[config.mk]
export PLATFORM = sky130hd
export DESIGN_NAME = ljpf_front
export DESIGN_NICKNAME = d
export VERILOG_FILES = /design/src/rtl/core/ljpf_pkg.sv /design/src/rtl/core/ljpf_front.sv
export SDC_FILE = /design/constraint.sdc
export NUM_CORES = 1
export LEC_CHECK = 0
export ABC_AREA = 1
export BUFFER_PORTS_ARGS = -buffer_cell sky130_fd_sc_hd__clkbuf_2
export CORE_MARGIN = 1
export CORE_UTILIZATION = 45
export DETAILED_ROUTE_END_ITERATION = 8
export MAX_ROUTING_LAYER = met4
export PLACE_DENSITY = 0.67
export SYNTH_ARGS = -nofsm -noshare
export SYNTH_HDL_FRONTEND = slang
export SYNTH_SLANG_ARGS = --single-unit
[constraint.sdc]
create_clock -name clk -period 7.9 [get_ports clk]
set_clock_uncertainty 0.15 [all_clocks]
set_input_delay 1.58 -clock clk [delete_from_list [all_inputs] [get_ports clk]]
set_output_delay 1.58 -clock clk [all_outputs]
set_load 0.05 [all_outputs]
[src/rtl/core/ljpf_pkg.sv]
// shared types, constants and saturating helpers for the lennard-jones pair force block
// no dependencies
package ljpf_pkg;

	localparam int unsigned QUEUE_DEPTH_DEF = 2;
	localparam int unsigned ADDR_W = 5;

	localparam logic [1:0] REG_WELL   = 2'd0;
	localparam logic [1:0] REG_SIGMA  = 2'd1;
	localparam logic [1:0] REG_CUTOFF = 2'd2;
	localparam logic [1:0] REG_VOLUME = 2'd3;

	localparam logic [63:0] SMAX = 64'h7fff_ffff_ffff_ffff;
	localparam logic [63:0] SMIN = 64'h8000_0000_0000_0000;
	localparam logic [63:0] UMAX = 64'hffff_ffff_ffff_ffff;

	localparam logic RES_ATOM  = 1'b0;
	localparam logic RES_FRAME = 1'b1;

	typedef struct packed {
		logic        pair_valid;
		logic [2:0]  dn;
		logic [2:0][31:0] d;
		logic        atom_end;
		logic        frame_end;
	} item_t;

	typedef struct packed {
		logic [31:0] well_depth;
		logic [31:0] zero_distance;
		logic [31:0] cutoff_radius;
		logic [47:0] cell_volume;
	} cfg_t;

	typedef struct packed {
		logic             kind;
		logic [2:0][63:0] fvec;
		logic [63:0]      energy;
		logic [5:0][63:0] stress;
		logic             last;
	} res_t;

	function automatic logic [63:0] sat_add(input logic [63:0] a, input logic [63:0] b);
		logic [63:0] s;
		s = a + b;
		if (a[63] == b[63] && s[63] != a[63])
			return a[63] ? SMIN : SMAX;
		return s;
	endfunction

	function automatic logic [63:0] to_signed(input logic ovf, input logic [63:0] mag,
		input logic neg);
		logic [63:0] lim;
		logic [63:0] m;
		lim = neg ? SMIN : SMAX;
		m = (ovf || mag > lim) ? lim : mag;
		return neg ? (64'd0 - m) : m;
	endfunction

	// virial pairs xx yy zz xy xz yz
	function automatic logic [1:0] vir_a(input logic [2:0] k);
		case (k)
			3'd0: return 2'd0;
			3'd1: return 2'd1;
			3'd2: return 2'd2;
			3'd3: return 2'd0;
			3'd4: return 2'd0;
			3'd5: return 2'd1;
			default: return 2'd0;
		endcase
	endfunction

	function automatic logic [1:0] vir_b(input logic [2:0] k);
		case (k)
			3'd0: return 2'd0;
			3'd1: return 2'd1;
			3'd2: return 2'd2;
			3'd3: return 2'd1;
			3'd4: return 2'd2;
			3'd5: return 2'd2;
			default: return 2'd0;
		endcase
	endfunction

endpackage

[src/rtl/core/ljpf_front.sv]
// front end: accepts items, splits displacements into magnitude and sign, queues them
// depends on ljpf_pkg
module ljpf_front #(
	parameter int unsigned QUEUE_DEPTH = ljpf_pkg::QUEUE_DEPTH_DEF
) (
	input  logic               clk,
	input  logic               arst_n,
	input  logic               in_valid,
	output logic               in_ready,
	input  logic               pair_valid,
	input  logic signed [31:0] disp_x,
	input  logic signed [31:0] disp_y,
	input  logic signed [31:0] disp_z,
	input  logic               atom_end,
	input  logic               frame_end,
	output logic               q_valid,
	output ljpf_pkg::item_t    q_item,
	input  logic               q_pop
);
	import ljpf_pkg::*;

	localparam int unsigned PW = (QUEUE_DEPTH > 1) ? $clog2(QUEUE_DEPTH) : 1;
	localparam int unsigned CW = $clog2(QUEUE_DEPTH + 1);

	item_t          mem_q [QUEUE_DEPTH];
	logic [PW-1:0]  wr_q, rd_q;
	logic [CW-1:0]  cnt_q;
	item_t          new_item;
	logic           push;

	always_comb begin
		new_item.pair_valid = pair_valid;
		new_item.dn = {disp_z[31], disp_y[31], disp_x[31]};
		new_item.d[0] = disp_x[31] ? 32'(-disp_x) : 32'(disp_x);
		new_item.d[1] = disp_y[31] ? 32'(-disp_y) : 32'(disp_y);
		new_item.d[2] = disp_z[31] ? 32'(-disp_z) : 32'(disp_z);
		new_item.atom_end = atom_end;
		new_item.frame_end = frame_end;
	end

	assign in_ready = (cnt_q != CW'(QUEUE_DEPTH));
	assign push = in_valid && in_ready;
	assign q_valid = (cnt_q != '0);
	assign q_item = mem_q[rd_q];

	always_ff @(posedge clk or negedge arst_n) begin
		if (!arst_n) begin
			wr_q <= '0;
			rd_q <= '0;
			cnt_q <= '0;
		end else begin
			if (push)
				wr_q <= (wr_q == PW'(QUEUE_DEPTH - 1)) ? '0 : wr_q + 1'b1;
			if (q_pop && q_valid)
				rd_q <= (rd_q == PW'(QUEUE_DEPTH - 1)) ? '0 : rd_q + 1'b1;
			if (push && !(q_pop && q_valid))
				cnt_q <= cnt_q + 1'b1;
			else if (!push && q_pop && q_valid)
				cnt_q <= cnt_q - 1'b1;
		end
	end

	always_ff @(posedge clk) begin
		if (push)
			mem_q[wr_q] <= new_item;
	end

endmodule

Word-level counts from Yosys, hierarchy flattened
Memories as Yosys holds them, arrays and structs flattened.
Index checks and enable logic that the tools add are counted.
Widths: inputs -> output; s select.
- reductions and logical operators: 9
- multiplexer cells: 9
- equal/unequal tests: 1
- $add $sub $neg: 7
- operators with widths (cell ; number):
    $mux 32 ; 3
    $neg 32->32 ; 3
    $logic_and 1x1->1 ; 5
    $mux 1 ; 4
    $mux 2 ; 2
    $reduce_bool 2->1 ; 2
    $add 1x1->1 const B ; 2
    $add 2x1->2 const B ; 1
    $logic_not 1->1 ; 2
    $ne 2x2->1 const B ; 1
    $sub 2x1->2 const B ; 1
- memories kept: 1
- register bits after elaboration: 4
- RAM bits: 204
- input port bits: 103
- memories (name ; words ; width ; read ports ; clocked after Yosys merged registers in ; wr ports ; RTL line ; text):
    mem_q ; 2 ; 102 ; 1 ; 0 ; 1 ; ljpf_front.sv:25 ; item_t mem_q [QUEUE_DEPTH];

Longest topological paths before layout
- depth in word-level cells: 7
- depth in mapped cells: 9

Worst setup path after synthesis
OpenSTA, ideal clock, no wires.
- path kind: input to register
- start: in in_valid
- end: mem mem_q[1][0] in the netlist's numbering, enable pin
- setup time: 0.566 ns
- path buffers: 0
- arrival: 5.940 ns
- stages on the path: 2
- data required time: 7.184 ns
- path slack: 1.244 ns
- cell sequence: nand2_1 nor2_1
- longest elaborated chain between the ends: 3
- ends and longest elaborated chain (item ; RTL line ; text):
    start, declared ; ljpf_front.sv:8 ; input logic in_valid,
    $logic_and 1x1->1 ; ljpf_front.sv:42 ; assign push = in_valid && in_ready;
    $mux 1 ; ljpf_front.sv:64 ; if (push)
    $mux 1 (implied by the code) ; ljpf_front.sv:65 ; mem_q[wr_q] <= new_item;
    end, declared ; ljpf_front.sv:25 ;
Every way passes these cells.

==> run_results.csv <==
group,metric,value,unit
sta,finalHoldViolCount,0,
global_routing,grt_first_pass_wirelength,39.2,mm
route,totalWireLength,24.9,mm
route,first_pass_iters,5,
global_routing,vias_in_the_first_global_route,7763,
sta,rsz_0062_raised_after_global_routing,"no",
logic_synthesis,postSynthNetCount,1305,
floorplan,coreArea,0.0228,sq mm
critical_path,critical_path_class,"reg2out",
clocking,clockBufferDepth,3,
logic_synthesis,synth.yosys.warnings,0,
placement,globalplace.congestion,0.921,
route,vias,8363,
sta,setup-violations-final,0,
sta,layout_worst_path_cycle_share,56.8,%
pwr,power_leakage,0.00558,uW
sta,period_needed,4.49,ns
clocking,tritoncts,"built",
sta,transition_time_at_the_pin_with_the_least_slew_margin,1.01,ns
route,drcViolationCount,0,
route,detail_route.iter0.violations,468,
floorplan,num_rows,55,
cells_and_area,layout_cell_share_with_drive_strength_beyond_1,20.2,%
cells_and_area,layout.nets,1511,
logic_synthesis,yosysUniqueCellTypes,26,
cells_and_area,fin_util,55.1,%
floorplan,die_height,155,um
global_routing,antenna_violations_before_repair,0,
clocking,post_cts.resized_instances,0,
cells_and_area,fillers,2070,
global_routing,globalRouteOverflowTotal,0,
pwr,power.density_cell_area,373,mW/mm^2
sta,whs,0.401,ns
sta,max_freq,223,MHz
critical_path,critPathRequiredTime,6.17,ns
cells_and_area,multi_input_comb_area,0.00394,sq mm
clocking,clock-sinks,208,
critical_path,worst-endpoint-arrival,2.76,ns
clocking,root_buffer,"sky130_fd_sc_hd__clkbuf_16",
clocking,post_cts.repair.setup_buffers,0,
cells_and_area,num_antenna_cells,0,
cells_and_area,area_delta_synth_final,18.9,%
clocking,cts-htree-levels,1,
global_routing,grt_start_max_net_pins,91,
placement,detailed_place_hpwl,18.1,mm
logic_synthesis,post_synth.cell_area_avg,8.79,sq um
sta,timing.slew.headroom,32.4,%
critical_path,critical_path.max_fanout,56,
clocking,cts-hold-fix-buffers,0,
logic_synthesis,synth_sequential_area_ratio,59.0,%
logic_synthesis,synthCells,1199,
global_routing,grt_use_total,21.3,%
floorplan,initial_utilization,46.3,%
logic_synthesis,syn-cell-area,0.0105,sq mm
clocking,number_of_buffers_inserted_during_clock_tree_synthesis,23,
sta,fin_setup_tns,0,ns
pwr,max-vdd-ir-drop,280,uV
route,post_drt_via_cell_ratio,4.84,
route,detail_route.wl_per_cell,14.4,um
outcome,run_status,"complete, no violations",
sta,slew_violations,0,
floorplan,die_width,155,um
floorplan,boundary_pin_count,207,
placement,port_buffers,206,
floorplan,floorplan.die_area,0.0240,sq mm
clocking,clk_latency,0.50,ns
route,postRouteAntennaNets,0,
cells_and_area,regArea,0.00623,sq mm
critical_path,critPathLaunchType,"register",
clocking,cts.clk_slew.worst_paths,0.06,ns
job,maxCapViolations,0,
logic_synthesis,synth.ff_latch_count,208,
worst_hold_path,hp-class,"reg2reg",
critical_path,critPathCaptureType,"primary output",
## stage by stage
stage	worst slack (ns)	power, uW	cells	area, sq um
after detailed placement	3.89	3770	1693	11900
after floorplan	1.24	3250	1199	10500
final	3.41	4680	1729	12500
after global routing	3.17	4930	1729	12500
after CTS	3.35	4730	1729	12500
after global placement	3.98	3750	1693	11900
## final cells by class
type	instances	share of cell area (%)
clock buffer	29	4.77
clock inverter	7	0.489
inverter	65	1.96
multi-input combinational	895	31.4
sequential	208	49.7
tap	313	3.12
timing repair buffer	212	8.58
## logic make-up (layout without fill, tap and decap cells)
family          Yosys count  in the layout  synth area share, %
simple gates            820            820                 31.6
flops                   208            208                 59.0
buf+inv                  96            313                 3.75
compound gates           25             25                 1.31
fa+ha+maj                 3              3                0.356
xor+xnor                 47             47                 3.90
## critical path, cell delays in order (launching register included)
cell	delay (ns)
sky130_fd_sc_hd__dfrtp_4	0.55
sky130_fd_sc_hd__clkinv_2	0.59
sky130_fd_sc_hd__buf_4	0.58
sky130_fd_sc_hd__nand2_1	0.12
sky130_fd_sc_hd__nand2_1	0.10
sky130_fd_sc_hd__clkbuf_2	0.28
## placed cells by master, fill, tap and decap left out
master / Yosys / routed
sky130_fd_sc_hd__nand2_1: 579 / 579
sky130_fd_sc_hd__clkbuf_2: 0 / 206
sky130_fd_sc_hd__edfxtp_1: 204 / 204
sky130_fd_sc_hd__nor2_1: 139 / 137
sky130_fd_sc_hd__inv_1: 62 / 61
sky130_fd_sc_hd__nand3_1: 52 / 52
sky130_fd_sc_hd__xnor2_1: 32 / 32
sky130_fd_sc_hd__clkbuf_16: 0 / 23
sky130_fd_sc_hd__o21ai_0: 17 / 17
sky130_fd_sc_hd__nor2_4: 13 / 15
sky130_fd_sc_hd__xor2_1: 15 / 15
sky130_fd_sc_hd__nand2_2: 12 / 12
sky130_fd_sc_hd__nor2_2: 11 / 11
sky130_fd_sc_hd__clkbuf_1: 6 / 6
sky130_fd_sc_hd__buf_4: 2 / 6
sky130_fd_sc_hd__nand3b_1: 5 / 5
sky130_fd_sc_hd__nand4_1: 5 / 5
sky130_fd_sc_hd__clkinv_2: 0 / 4
sky130_fd_sc_hd__nor3_1: 3 / 3
sky130_fd_sc_hd__a21oi_1: 3 / 3
sky130_fd_sc_hd__inv_2: 3 / 3
sky130_fd_sc_hd__ha_1: 3 / 3
sky130_fd_sc_hd__dfrtp_1: 4 / 3
sky130_fd_sc_hd__o211ai_1: 2 / 2
sky130_fd_sc_hd__o21ai_2: 2 / 2
sky130_fd_sc_hd__clkinv_1: 0 / 2
sky130_fd_sc_hd__or2_2: 1 / 1
sky130_fd_sc_hd__o21ai_1: 1 / 1
sky130_fd_sc_hd__inv_6: 0 / 1
sky130_fd_sc_hd__bufinv_16: 0 / 1
sky130_fd_sc_hd__dfrtp_4: 0 / 1
## metal layers
layer	up-vias	share of wire (%)	track usage, %	routed length [um]
li1	4262	-	-	-
met1	3816	47	29.0	11600
met2	239	45	33.8	11300
met3	46	5.6	2.79	1390
met4	0	2.6	5.89	650
met5	-	0	-	0
## registers in the layout, indices dropped and copies added, names as in the netlist
name   count
wr_q       1
rd_q       1
mem_q    204
cnt_q      2
## synth_stat cells
library cell / instances / area [sq um]
sky130_fd_sc_hd__buf_4: 2 / 15.0
sky130_fd_sc_hd__nand4_1: 5 / 31.3
sky130_fd_sc_hd__nor3_1: 3 / 15.0
sky130_fd_sc_hd__nand2_1: 579 / 2170
sky130_fd_sc_hd__xnor2_1: 32 / 280
sky130_fd_sc_hd__buf_1: 1 / 3.75
sky130_fd_sc_hd__o21ai_1: 1 / 5.00
sky130_fd_sc_hd__clkbuf_1: 6 / 22.5
sky130_fd_sc_hd__o211ai_1: 2 / 15.0
sky130_fd_sc_hd__dfrtp_1: 4 / 100
sky130_fd_sc_hd__o21ai_2: 2 / 17.5
sky130_fd_sc_hd__o21ai_0: 17 / 85.1
sky130_fd_sc_hd__or2_2: 1 / 6.26
sky130_fd_sc_hd__edfxtp_1: 204 / 6130
sky130_fd_sc_hd__nor2_2: 11 / 68.8
sky130_fd_sc_hd__nor2_1: 139 / 522
sky130_fd_sc_hd__inv_2: 3 / 11.3
sky130_fd_sc_hd__buf_2: 22 / 110
sky130_fd_sc_hd__nand2_2: 12 / 75.1
sky130_fd_sc_hd__nand3_1: 52 / 260
sky130_fd_sc_hd__xor2_1: 15 / 131
sky130_fd_sc_hd__nand3b_1: 5 / 37.5
sky130_fd_sc_hd__nor2_4: 13 / 146
sky130_fd_sc_hd__a21oi_1: 3 / 15.0
sky130_fd_sc_hd__inv_1: 62 / 233
sky130_fd_sc_hd__ha_1: 3 / 37.5
## final timing paths
path	from	endpoint	depth (start not counted)	slack, ns
max in group asynchronous	arst_n	rd_q	1	6.70
min reg2reg	cnt_q[1]	cnt_q[1]	1	0.40
max	rd_q	q_item[71]	5	3.41
max reg2reg	cnt_q[0]	mem_q[1][100]	6	5.30
min in group asynchronous	arst_n	cnt_q[0]	1	0.74
min	cnt_q[1]	cnt_q[1]	1	0.40
## where the power goes
group	switching (uW)	internal [uW]	total (uW)
clock	389	561	950
combinational	1730	392	2130
sequential	70.2	1530	1600
total	2190	2480	4680
Power figures use the tool's default switching activity.
